**config.mk**
```make
export PLATFORM = sky130hd
export DESIGN_NAME = cpp_number_literal_matcher_flat
export DESIGN_NICKNAME = d
export VERILOG_FILES = /design/src/cnlm_pkg.sv /design/src/cnlm_if.sv /design/src/cnlm_step.sv /design/src/cpp_number_literal_matcher.sv /design/src/flat_wrapper.sv
export SDC_FILE = /design/constraint.sdc
export NUM_CORES = 1
export LEC_CHECK = 0
export BUFFER_PORTS_ARGS = -buffer_cell sky130_fd_sc_hd__buf_4
export CAP_MARGIN = 20
export CORE_MARGIN = 2
export CORE_UTILIZATION = 64
export DETAILED_ROUTE_END_ITERATION = 7
export HOLD_SLACK_MARGIN = 0.08
export MAX_ROUTING_LAYER = met4
export PLACE_DENSITY = 0.85
export SYNTH_ARGS = -nofsm -noshare
export SYNTH_HDL_FRONTEND = slang
export SYNTH_SLANG_ARGS = --single-unit
```
**constraint.sdc**
```tcl
create_clock -name i_clk -period 6 [get_ports i_clk]
set_input_delay 0.3 -clock i_clk [delete_from_list [all_inputs] [get_ports i_clk]]
set_output_delay 0.3 -clock i_clk [all_outputs]
set_load 0.01 [all_outputs]
```
**src/cnlm_pkg.sv**
```systemverilog
// Shared types, phase codes and character constants of the numeric literal matcher.
package cnlm_pkg;

    // Saturation limit of the character count and the derived count width.
    localparam int unsigned MAX_LEN = 65535;
    localparam int CNT_W   = $clog2(MAX_LEN + 1);
    localparam int CHAR_W  = 21;
    localparam int LEN_W   = 16;
    localparam int PHASE_W = 4;

    typedef logic [CHAR_W-1:0]  t_char;
    typedef logic [CNT_W-1:0]   t_count;
    typedef logic [LEN_W-1:0]   t_len;
    typedef logic [PHASE_W-1:0] t_phase;

    localparam t_count CNT_MAX = t_count'(MAX_LEN);

    // Scan phase codes.
    localparam t_phase PH_START    = 4'd0;
    localparam t_phase PH_DOT      = 4'd1;
    localparam t_phase PH_ZERO     = 4'd2;
    localparam t_phase PH_HEX_PRE  = 4'd3;
    localparam t_phase PH_HEX_DIG  = 4'd4;
    localparam t_phase PH_BIN_PRE  = 4'd5;
    localparam t_phase PH_BIN_DIG  = 4'd6;
    localparam t_phase PH_INT      = 4'd7;
    localparam t_phase PH_FRAC     = 4'd8;
    localparam t_phase PH_EXP_E    = 4'd9;
    localparam t_phase PH_EXP_SIGN = 4'd10;
    localparam t_phase PH_EXP_DIG  = 4'd11;
    localparam t_phase PH_SUFFIX   = 4'd12;

    // Character codes.
    localparam t_char CH_0      = 21'h30;
    localparam t_char CH_1      = 21'h31;
    localparam t_char CH_9      = 21'h39;
    localparam t_char CH_A_LO   = 21'h61;
    localparam t_char CH_F_LO   = 21'h66;
    localparam t_char CH_A_UP   = 21'h41;
    localparam t_char CH_F_UP   = 21'h46;
    localparam t_char CH_X_LO   = 21'h78;
    localparam t_char CH_X_UP   = 21'h58;
    localparam t_char CH_B_LO   = 21'h62;
    localparam t_char CH_B_UP   = 21'h42;
    localparam t_char CH_E_LO   = 21'h65;
    localparam t_char CH_E_UP   = 21'h45;
    localparam t_char CH_DOT    = 21'h2e;
    localparam t_char CH_PLUS   = 21'h2b;
    localparam t_char CH_MINUS  = 21'h2d;
    localparam t_char CH_SEP    = 21'h27;
    localparam t_char CH_U_LO   = 21'h75;
    localparam t_char CH_U_UP   = 21'h55;
    localparam t_char CH_L_LO   = 21'h6c;
    localparam t_char CH_L_UP   = 21'h4c;
    localparam t_char CH_Z_LO   = 21'h7a;
    localparam t_char CH_Z_UP   = 21'h5a;

    // Scanner state carried from one character to the next.
    typedef struct packed {
        t_phase phase;
        t_count count;
        t_count emark;
        logic   given;
    } t_scan_state;

    localparam t_scan_state SCAN_RESET = '{
        phase: PH_START, count: '0, emark: '0, given: 1'b0};

    // Outcome of one character step.
    typedef struct packed {
        logic produce;
        t_len length;
    } t_step_result;

endpackage

```
**src/cnlm_if.sv**
```systemverilog
// Valid/ready channel interfaces for characters in and literal lengths out.
interface cnlm_char_if;
    import cnlm_pkg::*;

    logic  valid;
    logic  ready;
    t_char char_code;
    logic  first_of_text;
    logic  last_of_text;

    modport source (output valid, output char_code, output first_of_text,
                    output last_of_text, input ready);
    modport sink   (input valid, input char_code, input first_of_text,
                    input last_of_text, output ready);
endinterface

interface cnlm_len_if;
    import cnlm_pkg::*;

    logic valid;
    logic ready;
    t_len match_length;

    modport source (output valid, output match_length, input ready);
    modport sink   (input valid, input match_length, output ready);
endinterface

```
**src/cnlm_step.sv**
```systemverilog
// Next-state and result logic for one character of the literal scan.
module cnlm_step (
    input  cnlm_pkg::t_scan_state  i_state,
    input  cnlm_pkg::t_char        i_char_code,
    input  logic                   i_first,
    input  logic                   i_last,
    output cnlm_pkg::t_scan_state  o_next,
    output cnlm_pkg::t_step_result o_result
);
    import cnlm_pkg::*;

    t_scan_state eff;
    t_scan_state adv;
    t_phase      nphase;
    logic        acc;
    logic        set_mark;
    logic        c_dec, c_hex, c_bin, c_sep, c_suf, c_exp, c_sign, c_x, c_b, c_dot;
    t_count      fin_len;

    function automatic t_len to_len(input t_count c);
        logic [CNT_W+LEN_W-1:0] w;
        w = {{LEN_W{1'b0}}, c};
        return w[LEN_W-1:0];
    endfunction

    // Character classes.
    assign c_dec  = (i_char_code >= CH_0) && (i_char_code <= CH_9);
    assign c_hex  = c_dec || ((i_char_code >= CH_A_LO) && (i_char_code <= CH_F_LO))
                          || ((i_char_code >= CH_A_UP) && (i_char_code <= CH_F_UP));
    assign c_bin  = (i_char_code == CH_0) || (i_char_code == CH_1);
    assign c_sep  = (i_char_code == CH_SEP);
    assign c_suf  = (i_char_code == CH_U_LO) || (i_char_code == CH_U_UP) ||
                    (i_char_code == CH_L_LO) || (i_char_code == CH_L_UP) ||
                    (i_char_code == CH_F_LO) || (i_char_code == CH_F_UP) ||
                    (i_char_code == CH_Z_LO) || (i_char_code == CH_Z_UP);
    assign c_exp  = (i_char_code == CH_E_LO) || (i_char_code == CH_E_UP);
    assign c_sign = (i_char_code == CH_PLUS) || (i_char_code == CH_MINUS);
    assign c_x    = (i_char_code == CH_X_LO) || (i_char_code == CH_X_UP);
    assign c_b    = (i_char_code == CH_B_LO) || (i_char_code == CH_B_UP);
    assign c_dot  = (i_char_code == CH_DOT);

    // A new text restarts the scan before this character is examined.
    assign eff = i_first ? SCAN_RESET : i_state;

    // Phase transition for the current character.
    always_comb begin
        nphase   = eff.phase;
        acc      = 1'b0;
        set_mark = 1'b0;
        unique case (eff.phase) inside
            PH_START: begin
                if (i_char_code == CH_0) begin
                    nphase = PH_ZERO; acc = 1'b1;
                end else if (c_dec) begin
                    nphase = PH_INT; acc = 1'b1;
                end else if (c_dot) begin
                    nphase = PH_DOT; acc = 1'b1;
                end
            end
            PH_DOT: begin
                if (c_dec) begin
                    nphase = PH_FRAC; acc = 1'b1;
                end
            end
            PH_ZERO, PH_INT: begin
                if (eff.phase == PH_ZERO && c_x) begin
                    nphase = PH_HEX_PRE; acc = 1'b1;
                end else if (eff.phase == PH_ZERO && c_b) begin
                    nphase = PH_BIN_PRE; acc = 1'b1;
                end else if (c_dec || c_sep) begin
                    nphase = PH_INT; acc = 1'b1;
                end else if (c_dot) begin
                    nphase = PH_FRAC; acc = 1'b1;
                end else if (c_exp) begin
                    nphase = PH_EXP_E; acc = 1'b1; set_mark = 1'b1;
                end else if (c_suf) begin
                    nphase = PH_SUFFIX; acc = 1'b1;
                end
            end
            PH_FRAC: begin
                if (c_dec || c_sep) begin
                    nphase = PH_FRAC; acc = 1'b1;
                end else if (c_exp) begin
                    nphase = PH_EXP_E; acc = 1'b1; set_mark = 1'b1;
                end else if (c_suf) begin
                    nphase = PH_SUFFIX; acc = 1'b1;
                end
            end
            PH_HEX_PRE, PH_HEX_DIG: begin
                if (c_hex || c_sep) begin
                    nphase = PH_HEX_DIG; acc = 1'b1;
                end else if (eff.phase == PH_HEX_DIG && c_suf) begin
                    nphase = PH_SUFFIX; acc = 1'b1;
                end
            end
            PH_BIN_PRE, PH_BIN_DIG: begin
                if (c_bin || c_sep) begin
                    nphase = PH_BIN_DIG; acc = 1'b1;
                end else if (eff.phase == PH_BIN_DIG && c_suf) begin
                    nphase = PH_SUFFIX; acc = 1'b1;
                end
            end
            PH_EXP_E, PH_EXP_SIGN: begin
                if (eff.phase == PH_EXP_E && c_sign) begin
                    nphase = PH_EXP_SIGN; acc = 1'b1;
                end else if (c_dec) begin
                    nphase = PH_EXP_DIG; acc = 1'b1;
                end
            end
            PH_EXP_DIG: begin
                if (c_dec) begin
                    nphase = PH_EXP_DIG; acc = 1'b1;
                end else if (c_suf) begin
                    nphase = PH_SUFFIX; acc = 1'b1;
                end
            end
            PH_SUFFIX: begin
                if (c_suf) begin
                    nphase = PH_SUFFIX; acc = 1'b1;
                end
            end
            default: begin
                acc = 1'b0;
            end
        endcase
    end

    // State after the character is taken, with a saturating count.
    always_comb begin
        adv = eff;
        if (acc) begin
            adv.phase = nphase;
            if (eff.count < CNT_MAX) begin
                adv.count = t_count'(eff.count + 1'b1);
            end
            if (set_mark) begin
                adv.emark = eff.count;
            end
        end
    end

    // Length if the text ended after this character.
    always_comb begin
        unique case (adv.phase) inside
            PH_START, PH_DOT, PH_HEX_PRE, PH_BIN_PRE: fin_len = '0;
            PH_EXP_E, PH_EXP_SIGN:                   fin_len = adv.emark;
            default:                                 fin_len = adv.count;
        endcase
    end

    // Result and next state; a last character always leaves the scan at start of text.
    always_comb begin
        o_result.produce = !eff.given && (!acc || i_last);
        o_result.length  = to_len(fin_len);
        if (i_last) begin
            o_next = SCAN_RESET;
        end else if (eff.given) begin
            o_next = eff;
        end else begin
            o_next       = adv;
            o_next.given = o_result.produce;
        end
    end

endmodule

```
**src/cpp_number_literal_matcher.sv**
```systemverilog
// Top level of the C++ numeric literal length matcher.
//
// Characters of a text arrive on i_char, one per transfer, with first_of_text
// and last_of_text marking text bounds. For each text the block sends one
// match_length transfer on o_len: on the first character that cannot extend
// the literal, or on the last character of the text. Characters after that
// result are consumed without output until the next text begins.
// An accepted character lands in the input register and is scanned from there;
// its result, if any, is then written to the output register, which drives
// o_len.valid. Throughput: one character per cycle while no result is held
// back by a pending one; the scan state is one short step of compare and
// increment logic between the input register and the state.
// A pending result in the output register does not block the input register;
// while the receiver stalls with a result pending, characters that cause no
// result still pass, and the scan holds only on a character that would
// produce a second result. Reset clears both valid flags and returns the
// scan to the start of a text with a zero count.
module cpp_number_literal_matcher (
    input  logic        i_clk,
    input  logic        i_rst_n,
    cnlm_char_if.sink   i_char,
    cnlm_len_if.source  o_len
);
    import cnlm_pkg::*;

    logic         r_in_valid;
    t_char        r_in_char;
    logic         r_in_first;
    logic         r_in_last;
    t_scan_state  r_state;
    t_scan_state  n_state;
    t_step_result step_res;
    logic         r_out_valid;
    t_len         r_out_len;
    logic         out_free;
    logic         advance;

    cnlm_step u_step (
        .i_state     (r_state),
        .i_char_code (r_in_char),
        .i_first     (r_in_first),
        .i_last      (r_in_last),
        .o_next      (n_state),
        .o_result    (step_res)
    );

    // The held character moves on unless its result would collide with a pending one.
    assign out_free     = !r_out_valid || o_len.ready;
    assign advance      = r_in_valid && (!step_res.produce || out_free);
    assign i_char.ready = !r_in_valid || advance;

    // Input register.
    always_ff @(posedge i_clk) begin
        if (!i_rst_n) begin
            r_in_valid <= 1'b0;
        end else if (i_char.ready) begin
            r_in_valid <= i_char.valid;
        end
    end

    always_ff @(posedge i_clk) begin
        if (i_char.valid && i_char.ready) begin
            r_in_char  <= i_char.char_code;
            r_in_first <= i_char.first_of_text;
            r_in_last  <= i_char.last_of_text;
        end
    end

    // Scan state.
    always_ff @(posedge i_clk) begin
        if (!i_rst_n) begin
            r_state <= SCAN_RESET;
        end else if (advance) begin
            r_state <= n_state;
        end
    end

    // Output register.
    always_ff @(posedge i_clk) begin
        if (!i_rst_n) begin
            r_out_valid <= 1'b0;
        end else if (advance && step_res.produce) begin
            r_out_valid <= 1'b1;
        end else if (o_len.ready) begin
            r_out_valid <= 1'b0;
        end
    end

    always_ff @(posedge i_clk) begin
        if (advance && step_res.produce) begin
            r_out_len <= step_res.length;
        end
    end

    assign o_len.valid        = r_out_valid;
    assign o_len.match_length = r_out_len;

    // A last character returns the scan to the start of a text.
    a_last_restarts: assert property (@(posedge i_clk) disable iff (!i_rst_n)
        (advance && r_in_last) |=>
            (r_state.phase == PH_START && !r_state.given && r_state.count == '0))
        else $error("scan not restarted after last character");

    // The result flag only rises on a step that delivered a result.
    a_given_with_result: assert property (@(posedge i_clk) disable iff (!i_rst_n)
        $rose(r_state.given) |-> $past(advance && step_res.produce))
        else $error("result flag set without a result");

    // The count saturates at the limit.
    a_count_limit: assert property (@(posedge i_clk) disable iff (!i_rst_n)
        r_state.count <= CNT_MAX)
        else $error("character count above limit");

    // The exponent mark is a count taken earlier in the same text.
    a_mark_le_count: assert property (@(posedge i_clk) disable iff (!i_rst_n)
        r_state.emark <= r_state.count)
        else $error("exponent mark beyond count");

endmodule
```
**src/flat_wrapper.sv**
```systemverilog
// flat-port wrapper written by rule: the top's interface ports become plain ports
module cpp_number_literal_matcher_flat import cnlm_pkg::*;
  (i_clk, i_rst_n, i_char_valid, i_char_char_code, i_char_first_of_text, i_char_last_of_text, i_char_ready, o_len_valid, o_len_match_length, o_len_ready);
  cnlm_char_if i_char_i ();
  cnlm_len_if o_len_i ();
  input  logic i_clk;
  input  logic i_rst_n;
  input wire logic [$bits(i_char_i.valid)-1:0] i_char_valid;
  input wire logic [$bits(i_char_i.char_code)-1:0] i_char_char_code;
  input wire logic [$bits(i_char_i.first_of_text)-1:0] i_char_first_of_text;
  input wire logic [$bits(i_char_i.last_of_text)-1:0] i_char_last_of_text;
  output wire logic [$bits(i_char_i.ready)-1:0] i_char_ready;
  output wire logic [$bits(o_len_i.valid)-1:0] o_len_valid;
  output wire logic [$bits(o_len_i.match_length)-1:0] o_len_match_length;
  input wire logic [$bits(o_len_i.ready)-1:0] o_len_ready;
  assign i_char_i.valid = i_char_valid;
  assign i_char_i.char_code = i_char_char_code;
  assign i_char_i.first_of_text = i_char_first_of_text;
  assign i_char_i.last_of_text = i_char_last_of_text;
  assign i_char_ready = i_char_i.ready;
  assign o_len_valid = o_len_i.valid;
  assign o_len_match_length = o_len_i.match_length;
  assign o_len_i.ready = o_len_ready;
  cpp_number_literal_matcher u_core (.i_clk(i_clk), .i_rst_n(i_rst_n), .i_char(i_char_i), .o_len(o_len_i));
endmodule
```
# --- Yosys cells after proc, flatten, opt, wreduce, memory -nomap -nowiden ---
# Index checks and enable logic that the tools add are counted.
# Widths: inputs -> output; s select.
totals:
  ff_bits: 78
  in_bits: 27
  word_cells: 155
op_classes:
  n_addsub: 1
  mux: 53
  reduce_logical: 47
  order_cmp: 7
  n_eq_ne: 37
op_table:
  columns: ["cell", "n"]
  rows:
  - ["$eq 21x7->1 const B", 14]
  - ["$eq 21x6->1 const B", 6]
  - ["$mux 37", 3]
  - ["$mux 4", 18]
  - ["$ge 21x7->1 const B", 2]
  - ["$le 21x7->1 const B", 2]
  - ["$mux 36", 1]
  - ["$pmux 4 s9", 1]
  - ["$mux 16", 2]
  - ["$pmux 16 s2", 1]
  - ["$eq 4x4->1 const B", 7]
  - ["$mux 1", 25]
  - ["$ge 21x6->1 const B", 1]
  - ["$le 21x6->1 const B", 1]
  - ["$logic_or 1x1->1", 21]
  - ["$eq 4x3->1 const B", 5]
  - ["$add 16x1->16 const B", 1]
  - ["$lt 16x16->1 const B", 1]
  - ["$eq 4x2->1 const B", 3]
  - ["$logic_and 1x1->1", 12]
  - ["$reduce_or 2->1", 5]
  - ["$pmux 1 s9", 1]
  - ["$eq 4x1->1 const B", 2]
  - ["$logic_not 4->1", 2]
  - ["4 further kinds", 8]

# --- Longest topological paths before layout ---
# Gate-level depths: netlist of the first run.
depth:
  word_depth: 23
  mapped_depth: 14
  mapped_depth_nobuf: 11

# --- By module ---
# Synthesis of the first run repeated with hierarchy kept, for this count alone.
hier_totals:
  hier_cells: 666
  area_unflattened_um2: 5575.3
modules_own_cells:
  columns: ["module", "n_inst", "area_per_inst_um2", "cells_per_inst"]
  rows:
  - ["cnlm_step", 1, 2824.0, 456]
  - ["cpp_number_literal_matcher", 1, 2751.4, 210]

# --- Least setup slack after synthesis of the first run ---
# No wires, ideal clock.
synth_timing:
  path_kind: "register to register"
  startpoint: "register u_core.r_in_char[4]"
  endpoint: "register u_core.r_in_char[0], enable pin"
  stages_incl_launch_ff: 11
  setup_ns: 0.417
  slack_ns: 2.132
  path_buffers: 2
  arrival_time_ns: 3.451
  required_ns: 5.583
  path_cell_list: "edfxtp_1 > buf_6 > or4b_4 > nor3_2 > a21oi_1 > a2111o_1 > nand4_2 > nor2_2 > buf_6 > o21a_1 > a31oi_1"
synth_via:
  elab_chain_len: 23
synth_rtl:
  columns: ["element", "line", "text"]
  rows:
  - ["start, declared", "cpp_number_literal_matcher.sv:27", "t_char r_in_char;"]
  - ["start signal, assigned", "cpp_number_literal_matcher.sv:63", "r_in_char <= i_char.char_code;"]
  - ["$eq 21x7->1", "cnlm_step.sv:32", "assign c_suf = (i_char_code == CH_U_LO) || (i_char_code == CH_U_UP) ||"]
  - ["$logic_or 1x1->1 (2 in a row)", "cnlm_step.sv:32", null]
  - ["$logic_or 1x1->1 (2 in a row)", "cnlm_step.sv:33", "(i_char_code == CH_L_LO) || (i_char_code == CH_L_UP) ||"]
  - ["$logic_or 1x1->1 (2 in a row)", "cnlm_step.sv:34", "(i_char_code == CH_F_LO) || (i_char_code == CH_F_UP) ||"]
  - ["$logic_or 1x1->1", "cnlm_step.sv:35", "(i_char_code == CH_Z_LO) || (i_char_code == CH_Z_UP);"]
  - ["$mux 1", null, null]
  - ["$mux 1", "cnlm_step.sv:74", "end else if (c_exp) begin"]
  - ["$mux 1", "cnlm_step.sv:72", "end else if (c_dot) begin"]
  - ["(+4 left out)", null, null]
  - ["$logic_not 1->1 *", "cnlm_step.sv:153", "o_result.produce = !eff.given && (!acc || i_last);"]
  - ["$logic_or 1x1->1 *", "cnlm_step.sv:153", null]
  - ["$logic_and 1x1->1 *", "cnlm_step.sv:153", null]
  - ["$logic_not 1->1 *", "cpp_number_literal_matcher.sv:49", "assign advance = r_in_valid && (!step_res.produce || out_free);"]
  - ["$logic_or 1x1->1 *", "cpp_number_literal_matcher.sv:49", null]
  - ["$logic_and 1x1->1 *", "cpp_number_literal_matcher.sv:49", null]
  - ["$logic_or 1x1->1 *", "cpp_number_literal_matcher.sv:50", "assign i_char.ready = !r_in_valid || advance;"]
  - ["$logic_and 1x1->1 *", "cpp_number_literal_matcher.sv:62", "if (i_char.valid && i_char.ready) begin"]
# Every way passes the cells marked *; elsewhere a longest branch is shown, timed or not.
# A chain may end at the register's enable or synchronous reset.

==> metrics.csv, run 1 <==
stage;metric;value;unit
route;avgRoutedWirePerCell;18.89;microns
logic_synthesis;syn_area_per_cell;9.241;sq um
clock_network;clk_path_buf_depth;2;
sta;min_period;4.300;ns
worst_setup_path;end_kind;flop;
sta;worstMarginPinSlew;1.021;ns
sta;max-slew-margin-rel;0.3174;
route;first_pass_iters;6;
sta;finalMaxSlewViolations;0;
placed_design;place_hpwl;8604;microns
placed_design;placed_cells;648;
power_and_ir_drop;swShare;0.2498;
clock_network;path_clk_slew;0.09;ns
global_route;antenna_found_initial;0;
cells_and_area;fill_cells;551;
cells_and_area;final_cells;665;
logic_synthesis;netlist-cell-type-count;83;
power_and_ir_drop;power.density;194.9;nW/um^2
power_and_ir_drop;p_int;799.4;uW
global_route;grt_overflow;0;
power_and_ir_drop;max-vdd-ir-drop;0.0002316;V
run_status;status;completed;
die;coreArea;7607;sq um
power_and_ir_drop;power_switching;266.2;uW
logic_synthesis;synthCells;534;
logic_synthesis;synth.ff_latch_count;78;
logic_synthesis;yosysSeqAreaShare;0.3955;
sta;finalHoldViolCount;0;
worst_setup_path;cp_max_fo;25;
global_route;grt_max_degree;41;
logic_synthesis;synth_edf_count;39;
logic_synthesis;async_flop_share;0;
placed_design;globalplace.congestion;0.9922;
logic_synthesis;syn-num-nets;562;
power_and_ir_drop;combPwrFrac;0.071;
worst_setup_path;cp.arrival;4.47;ns
power_and_ir_drop;power.total;1.066;mW
power_and_ir_drop;p_leak;1.870;nW
worst_setup_path;r2r_end;u_core.o_len.match_length[5]$_DFFE_PP_;
sta;rsz0062_at_grt;no;
sta;finalClockSkew;0.01838;ns
cells_and_area;antenna_cells;0;
clock_network;clkSinkCount;78;
route;vias;4433;
route;avgViaCountPerCell;6.666;
die;rows;32;
clock_network;cts_tree;built;
worst_setup_path;ff2ff_path_depth;10;
route;final_antenna_net_count;0;
sta;period_share;0.7166;
clock_network;cts_buffers;9;
clock_network;root_buffer;clkbuf_8;
cells_and_area;nets;586;
min_path;hold_start;i_char_char_code[19];
global_route;grt_pass1_vias;4229;
clock_network;insertion_delay;0.36;ns
global_route;grt_pass1_wl;21090;microns
clock_network;cts_resized;0;
route;drc;0;
worst_setup_path;cp-start-kind;flop;
die;start_util;0.6487;
cells_and_area;syn2layout_area_growth;10.78;%
route;wl;12560;microns
global_route;groute.usage.overall;0.3189;
placed_design;io_buffer_count;44;
power_and_ir_drop;p_seq_frac;0.550;
logic_synthesis;synth_warnings;0;
min_path;hold_end;u_core.r_in_char[19]$_DFFE_PP_;
die;fp.dieW;91.81;microns
worst_setup_path;cp.required;6.17;ns
cells_and_area;drive_gt1_frac;0.1901;
sta;setup_viol;0;
min_path;min_path_type;input port to flop;
power_and_ir_drop;pwr-share-clk;0.379;
job;cap_violations;0;
sta;clock.fmax;232.6;MHz
logic_synthesis;syn_area;4935;sq um
route;drt_iter0_markers;536;
min_path;hold_depth;1;
die;fp.dieArea;8429;sq um
clock_network;cts_hold_buf;0;
clock_network;postCtsSetupBuffers;0;
worst_setup_path;critical_path_class;flop to flop;
sta;tns;0;ns
die;fp.dieH;91.81;microns
clock_network;h-tree-depth;3;
cells_and_area;post-route-util;0.7186;
worst_setup_path;regToRegStartpoint;u_core.r_in_first$_DFFE_PP_;
logic_synthesis;ys.flop_type;edfxtp_1;
worst_setup_path;ff2ff_setup_slack;1.70;ns
die;ios;45;
power by group through the flow:
stage	logic, mW	clock network [mW]	registers [mW]
after floorplan	0.0489	0	0.591
after global placement	0.0720	0	0.597
after detailed placement	0.0740	0	0.598
after CTS	0.0741	0.408	0.585
after global routing	0.0829	0.426	0.588
final	0.0761	0.404	0.586
registers in the layout (all words and copies together) (netlist names):
signal and flops:
u_core.o_len.match_length 16, u_core.o_len.valid 1, u_core.r_in_char 21, u_core.r_in_first 1, u_core.r_in_last 1, u_core.r_in_valid 1
u_core.r_state 37
Yosys cell counts (all sizes together), types with 3 or more instances:
| cell | instances | area, sq um |
|---|---|---|
| nor4 | 15 | 100.1 |
| clkbuf | 17 | 63.81 |
| dfxtp | 39 | 780.8 |
| o21bai | 3 | 26.27 |
| nor3b | 3 | 27.52 |
| mux2i | 15 | 162.7 |
| edfxtp | 39 | 1171 |
| a32oi | 4 | 42.55 |
| o211ai | 3 | 22.52 |
| nand2 | 42 | 157.7 |
| or3 | 4 | 25.02 |
| a22oi | 21 | 157.7 |
| a2bb2oi | 3 | 26.28 |
| nor2b | 39 | 244.0 |
| nor2 | 44 | 167.7 |
| and2 | 6 | 37.54 |
| or3b | 4 | 35.04 |
| nand4 | 7 | 50.05 |
| and3 | 6 | 37.54 |
| xor2 | 6 | 52.55 |
| o32ai | 15 | 161.4 |
| buf | 21 | 128.9 |
| a21oi | 21 | 108.9 |
| a211oi | 4 | 35.03 |
| nand4b | 5 | 43.79 |
| nand3 | 17 | 85.08 |
| or4b | 3 | 33.78 |
| a21boi | 7 | 52.55 |
| nand3b | 4 | 33.78 |
| o211a | 3 | 30.03 |
| or2 | 9 | 56.31 |
| o31ai | 6 | 45.04 |
| o21ai | 17 | 100.1 |
| xnor2 | 12 | 105.1 |
| nor3 | 16 | 95.09 |
| nand2b | 8 | 50.05 |
| inv | 9 | 33.78 |
| a31oi | 9 | 62.56 |
how the worst max path moves through the flow:
stage | cells past startpoint | start | slack, ns | endpoint
final | 10 | u_core.r_in_first$_DFFE_PP_ | 1.70 | u_core.o_len.match_length[5]$_DFFE_PP_
after global routing | 10 | u_core.r_in_first$_DFFE_PP_ | 1.38 | u_core.o_len.match_length[5]$_DFFE_PP_
after CTS | 11 | u_core.r_in_first$_DFFE_PP_ | 1.62 | u_core.r_state[3]$_SDFFE_PN0P_
after detailed placement | 11 | u_core.r_in_first$_DFFE_PP_ | 1.63 | u_core.r_state[3]$_SDFFE_PN0P_
after global placement | 11 | u_core.r_in_first$_DFFE_PP_ | 1.83 | u_core.r_state[19]$_SDFFE_PN0P_
after floorplan | 10 | u_core.r_in_char[4]$_DFFE_PP_ | 2.13 | u_core.r_in_char[0]$_DFFE_PP_
per-stage QoR:
stage               area (sq um)  hold slack, ns  worst slack [ns]
floorplan                   4935          0.3989             2.132
global placement            5255          0.4781             1.832
detailed placement          5255          0.4795             1.633
CTS                         5451          0.1082             1.622
global route                5466          0.1054             1.381
finish                      5466          0.1178             1.700
cell usage in the layout (no fill, tap or decap), drive strengths merged, types with 16 or more instances in the layout:
cell type,instances
a21oi,21
a22oi,21
buf,51
dfxtp,39
edfxtp,39
nand2,42
nand3,17
nor2,44
nor2b,39
nor3,16
o21ai,17
worst max-delay path, stage by stage, from the launching register on:
cell      delay, ns
edfxtp_1       0.58
buf_4          0.30
inv_1          0.52
a21oi_1        0.19
o31ai_1        0.31
nand4_2        0.18
nor2_2         0.62
mux2i_1        0.41
xnor2_1        0.18
nand3b_2       0.39
o32ai_1        0.42
cell families (layout without fill, tap and decap cells):
group	after synthesis	after routing	synth area share
AND/OR/NAND/NOR	239	239	0.2728
multiplexers	16	16	0.03524
XOR/XNOR	18	18	0.03195
AO/OA/AOI/OAI	134	134	0.2137
flip-flops	78	78	0.3955
buffers and inverters	47	76	0.04589
adder cells (fa/ha/maj)	2	2	0.004817
final cells by class:
cell class / count / area, sq um / area share
Clock inverter: 6 / 68.82 / 0.01259
Timing Repair Buffer: 51 / 390.4 / 0.07141
Inverter: 9 / 33.78 / 0.006180
Sequential cell: 78 / 1952 / 0.3571
Tap cell: 102 / 127.6 / 0.02335
Clock buffer: 10 / 127.6 / 0.02335
Multi-Input combinational cell: 409 / 2766 / 0.5061
metal layers:
layer,routed length [microns],global-route usage
met1,5305,0.4357
met2,5846,0.4865
met3,1135,0.05670
met4,276,0.1032
met5,0,-
Note: power is estimated with default switching activity, not from simulation.
==> run 2, diff against run 1 <==
--- a/config.mk
+++ b/config.mk
@@ -8,11 +8,11 @@
 export BUFFER_PORTS_ARGS = -buffer_cell sky130_fd_sc_hd__buf_4
 export CAP_MARGIN = 20
 export CORE_MARGIN = 2
-export CORE_UTILIZATION = 64
+export CORE_UTILIZATION = 60
 export DETAILED_ROUTE_END_ITERATION = 7
 export HOLD_SLACK_MARGIN = 0.08
 export MAX_ROUTING_LAYER = met4
-export PLACE_DENSITY = 0.85
+export PLACE_DENSITY = 0.8
 export SYNTH_ARGS = -nofsm -noshare
 export SYNTH_HDL_FRONTEND = slang
 export SYNTH_SLANG_ARGS = --single-unit
==> constraint.sdc (replaced) <==
create_clock -name i_clk -period 4.3 [get_ports i_clk]
set_input_delay 0.215 -clock i_clk [delete_from_list [all_inputs] [get_ports i_clk]]
set_output_delay 0.215 -clock i_clk [all_outputs]
set_load 0.01 [all_outputs]
==> metrics.csv, run 2 (synthesis gave the netlist of run 1 again) <==
stage;metric;value;unit
job;cap_violations;0;
clock_network;insertion_delay;0.36;ns
cells_and_area;multi_input_area;2766;sq um
worst_setup_path;cp.required;4.46;ns
placed_design;globalplace.congestion;0.9887;
placed_design;place_hpwl;9059;microns
clock_network;clkSinkCount;78;
sta;max-slew-margin-rel;0.6147;
cells_and_area;drive_gt1_frac;0.1895;
die;rows;33;
run_status;status;completed;
placed_design;io_buffer_count;44;
cells_and_area;final_cells;696;
clock_network;root_buffer;clkbuf_8;
worst_setup_path;end_kind;flop;
route;first_pass_iters;5;
global_route;grt_pass1_wl;22340;microns
cells_and_area;fill_cells;624;
sta;setup_viol;0;
worst_setup_path;crit_path_top_delay_cell;dfxtp_1;
clock_network;h-tree-depth;3;
clock_network;cts_hold_buf;23;
die;coreArea;8093;sq um
die;fp.dieH;94.69;microns
worst_setup_path;cp_max_fo;17;
cells_and_area;antenna_cells;0;
clock_network;path_clk_slew;0.09;ns
clock_network;clk_path_buf_depth;2;
cells_and_area;final_common_cell;buf_4;
sta;min_period;3.755;ns
power_and_ir_drop;max-vdd-ir-drop;0.0002150;V
worst_setup_path;slowest_delay;0.66;ns
route;final_antenna_net_count;0;
die;fp.dieArea;8966;sq um
sta;finalMaxSlewViolations;0;
cells_and_area;max_flop_register;u_core.r_state;
clock_network;cts_buffers;9;
route;drc;0;
cells_and_area;post-route-util;0.7078;
power_and_ir_drop;p_leak;1.986;nW
route;avgViaCountPerCell;6.438;
power_and_ir_drop;power.density;261.8;nW/um^2
sta;worstMarginPinSlew;0.5767;ns
global_route;groute.usage.overall;0.3347;
worst_setup_path;critical_path_class;flop to flop;
route;avgRoutedWirePerCell;20.14;microns
worst_setup_path;cp.arrival;3.91;ns
min_path;min_path_type;input port to flop;
placed_design;placed_cells;657;
cells_and_area;syn2layout_area_growth;16.07;%
cells_and_area;seq_area;1952;sq um
die;start_util;0.6098;
cells_and_area;final_cell_mix;buf_4, nor2_1, nand2_1;
route;wl;14020;microns
sta;clock.fmax;266.3;MHz
worst_setup_path;path_cells;nor2b_1, or3b_1, a211oi_1, o31ai_1, nand4_2, nor2_2, mux2i_1, xnor2_1, nand3b_2, o32ai_2;
cells_and_area;largest_reg_flops;37;
sta;tns;0;ns
global_route;grt_pass1_vias;4168;
sta;finalClockSkew;0.01797;ns
worst_setup_path;ff2ff_setup_slack;0.54;ns
clock_network;cts_tree;built;
sta;period_share;0.8733;
clock_network;postCtsSetupBuffers;0;
route;vias;4481;
cells_and_area;nets;614;
die;ios;45;
worst_setup_path;cp-start-kind;flop;
sta;rsz0062_at_grt;no;
global_route;grt_overflow;0;
route;drt_iter0_markers;349;
sta;finalHoldViolCount;0;
die;fp.dieW;94.69;microns
global_route;antenna_found_initial;0;
global_route;grt_max_degree;41;
clock_network;cts_resized;0;
-- run 2: cell count changes in the layout (fill, tap and decap cells not counted) --
cell           change
clkinv_4           +1
dlygate4sd3_1     +23
buf_4              +6
bufinv_16          -1
inv_8              +1
inv_6              -2
buf_8              -1
clkbuf_16          +1
-- run 2: worst max-delay path, delay by kind of cell, from the launching register on --
| kind | cells | cell delay, ns |
|---|---|---|
| and+or+nand+nor | 5 | 1.39 |
| AOI/OAI and AO/OA | 3 | 0.99 |
| DFF | 1 | 0.66 |
| muxes | 1 | 0.30 |
| xor gates and xnor gates | 1 | 0.20 |
-- run 2: power breakdown --
part           total (mW)  switching, mW  internal (mW)  leakage (nW)
Clock               0.554          0.303          0.250        0.0966
Combinational       0.127         0.0703         0.0569          1.18
Sequential          0.819         0.0199          0.799         0.709
Total                1.50          0.393           1.11          1.99
-- run 2: final cells by class --
cell class / instances / area share
Inverter: 9 / 0.005898
Tap cell: 105 / 0.02294
Multi-Input combinational cell: 409 / 0.4830
Sequential cell: 78 / 0.3408
Timing Repair Buffer: 79 / 0.1136
Clock buffer: 11 / 0.02665
Clock inverter: 5 / 0.007208
-- run 2: routing by layer --
metal,wire length (microns),GRT usage
met5,0,-
met4,197,0.09903
met3,979,0.05507
met2,6704,0.5095
met1,6137,0.4618
-- run 2: stage by stage --
step	area [sq um]	hold slack, ns	power, mW	setup slack [ns]
global route	5728	0.1773	1.552	0.3157
CTS	5728	0.1856	1.491	0.6720
finish	5728	0.1728	1.499	0.5447
detailed placement	5304	0.3945	0.9404	0.6736
global placement	5304	0.3931	0.9372	0.7367
floorplan	4935	0.3139	0.8935	0.4316
-- run 2: final timing paths --
check	start	to	cells after the start
setup / recovery	u_core.r_state[35]$_SDFFE_PN0P_	u_core.o_len.match_length[14]$_DFFE_PP_	10
setup reg to reg	u_core.r_state[35]$_SDFFE_PN0P_	u_core.o_len.match_length[14]$_DFFE_PP_	10
hold reg to reg	u_core.r_state[0]$_SDFFE_PN0P_	u_core.r_state[0]$_SDFFE_PN0P_	2
hold / removal	i_char_valid	u_core.r_in_valid$_SDFFE_PN0N_	3
==> run 3, diff against run 2 <==
--- a/config.mk
+++ b/config.mk
@@ -10,6 +10,7 @@
 export CORE_MARGIN = 2
 export CORE_UTILIZATION = 60
 export DETAILED_ROUTE_END_ITERATION = 7
+export GPL_TIMING_DRIVEN = 0
 export HOLD_SLACK_MARGIN = 0.08
 export MAX_ROUTING_LAYER = met4
 export PLACE_DENSITY = 0.8
==> metrics.csv, run 3 (synthesis gave the netlist of run 1 again) <==
stage;metric;value;unit
sta;rsz0062_at_grt;no;
global_route;grt_pass1_vias;4718;
placed_design;placed_area;5418;sq um
sta;finalMaxSlewViolations;0;
power_and_ir_drop;power_switching;407.2;uW
clock_network;path_clk_slew;0.09;ns
worst_setup_path;end_kind;flop;
global_route;groute.usage.overall;0.3871;
power_and_ir_drop;combPwrFrac;0.095;
cells_and_area;multi_input_area;2763;sq um
die;ios;45;
worst_setup_path;path_cells;clkbuf_1, clkbuf_1, nor2b_1, ha_1, nand4_1, nor3_1, nand3_1, nor3_1, o21bai_2, nor2_1, nand3_1, xor2_1, o32ai_1;
sta;setup_viol;0;
worst_setup_path;cp.required;4.37;ns
placed_design;place_hpwl;10560;microns
cells_and_area;drive_gt1_frac;0.1926;
die;fp.dieW;94.69;microns
worst_setup_path;critPathTopFamily;simple AND/OR/NAND/NOR gates;
clock_network;root_buffer;clkbuf_8;
global_route;grt_overflow;0;
worst_setup_path;cp.arrival;4.19;ns
min_path;min_path_type;input port to flop;
die;rows;33;
sta;period_share;0.9574;
route;wl;16370;microns
clock_network;insertion_delay;0.37;ns
power_and_ir_drop;p_int;1.156;mW
route;vias;4902;
power_and_ir_drop;swShare;0.2605;
job;cap_violations;0;
sta;max-slew-margin-rel;0.5468;
placed_design;pre_cts_slack;0.4658;ns
cells_and_area;nets;641;
cells_and_area;design_area;5857;sq um
die;fp.dieH;94.69;microns
worst_setup_path;cp-start-kind;flop;
die;fp.dieArea;8966;sq um
clock_network;h-tree-depth;3;
clock_network;clkSinkCount;78;
power_and_ir_drop;p_leak;2.060;nW
die;start_util;0.6098;
sta;worst_hold_slack;0.2102;ns
sta;finalHoldViolCount;0;
cells_and_area;final_common_cell;buf_4;
cells_and_area;final_cell_mix;buf_4, nor2_1, nand2_1;
cells_and_area;seq_area;1952;sq um
power_and_ir_drop;power.density;266.9;nW/um^2
power_and_ir_drop;pwr-share-clk;0.387;
power_and_ir_drop;max-vdd-ir-drop;0.0002419;V
global_route;grt_max_degree;15;
power_and_ir_drop;p_seq_frac;0.518;
clock_network;clk_path_buf_depth;2;
worst_setup_path;crit_buf_inv;2;
cells_and_area;syn2layout_area_growth;18.69;%
route;avgRoutedWirePerCell;22.62;microns
sta;tns;0;ns
clock_network;cts_tree;built;
route;first_pass_iters;6;
global_route;grt_pass1_wl;25290;microns
die;coreArea;8093;sq um
sta;finalClockSkew;0.02608;ns
worst_setup_path;slowest_delay;0.50;ns
route;drt_iter0_markers;531;
sta;worstMarginPinSlew;0.6776;ns
sta;min_period;4.117;ns
clock_network;cts_buffers;9;
route;final_antenna_net_count;0;
sta;fin_ws;0.1832;ns
sta;clock.fmax;242.9;MHz
global_route;antenna_found_initial;1;
cells_and_area;max_flop_register;u_core.r_state;
placed_design;globalplace.congestion;0.9625;
cells_and_area;fill_cells;580;
route;avgViaCountPerCell;6.771;
worst_setup_path;cp_max_fo;10;
cells_and_area;largest_reg_flops;37;
placed_design;io_buffer_count;43;
worst_setup_path;crit_path_top_delay_cell;edfxtp_1;
run_status;status;completed;
route;drc;0;
worst_setup_path;critical_path_class;flop to flop;
-- run 3: what timing repair did --
action / in CTS / in global routing
hold buffers: 23 / 0
buffers inserted: 0 / 0
gates resized for setup: 0 / 0
endpoints found under the setup margin: 0 / 0
hold endpoints to repair: 23 / 0
-- run 3: path summary, 6_finish.rpt --
kind                                         from                                endpoint  slack [ns]  cells past startpoint
hold reg to reg   u_core.r_state[22]$_SDFFE_PN0P_         u_core.r_state[22]$_SDFFE_PN0P_        0.51                      2
setup / recovery      u_core.r_in_first$_DFFE_PP_  u_core.o_len.match_length[8]$_DFFE_PP_        0.18                     13
setup reg to reg      u_core.r_in_first$_DFFE_PP_  u_core.o_len.match_length[8]$_DFFE_PP_        0.18                     13
hold / removal                       i_char_valid          u_core.r_in_valid$_SDFFE_PN0N_        0.21                      3
-- run 3: final cells by class --
| cell class | instances | area share |
|---|---|---|
| Multi-Input combinational cell | 409 | 0.4717 |
| Timing Repair Buffer | 68 | 0.09827 |
| Clock inverter | 1 | 0.001495 |
| Tap cell | 105 | 0.02243 |
| Buffer | 38 | 0.03290 |
| Clock buffer | 15 | 0.03375 |
| Antenna cell | 1 | 0.0004273 |
| Sequential cell | 78 | 0.3333 |
| Inverter | 9 | 0.005768 |
-- run 3: routing by layer --
layer,track usage,vias up,routed length [microns]
li1,-,2178,-
met1,0.4957,2294,6303
met2,0.6028,367,7648
met3,0.07582,63,1776
met4,0.1594,0,646
met5,-,-,0
-- run 3: power groups by stage --
stage | sequential (mW) | clock, mW | combinational (mW)
2_1_floorplan | 0.825 | 0 | 0.0683
3_3_place_gp | 0.825 | 0 | 0.117
3_5_place_dp | 0.825 | 0 | 0.122
4_1_cts | 0.808 | 0.588 | 0.140
5_1_grt | 0.812 | 0.628 | 0.156
6_report | 0.810 | 0.605 | 0.148
-- run 3: tightest hold or removal path: stages --
cell and delay, ns:
buf_4 0.11, inv_1 0.09, a21boi_0 0.10
-- run 3: through the flow --
stage                     power [mW]  utilization  cells
after floorplan               0.8935            -    534
after global placement        0.9420       0.6659    682
after detailed placement      0.9474       0.6695    684
after CTS                      1.536       0.7234    723
after global routing           1.596       0.7237    724
final                          1.563       0.7237    724
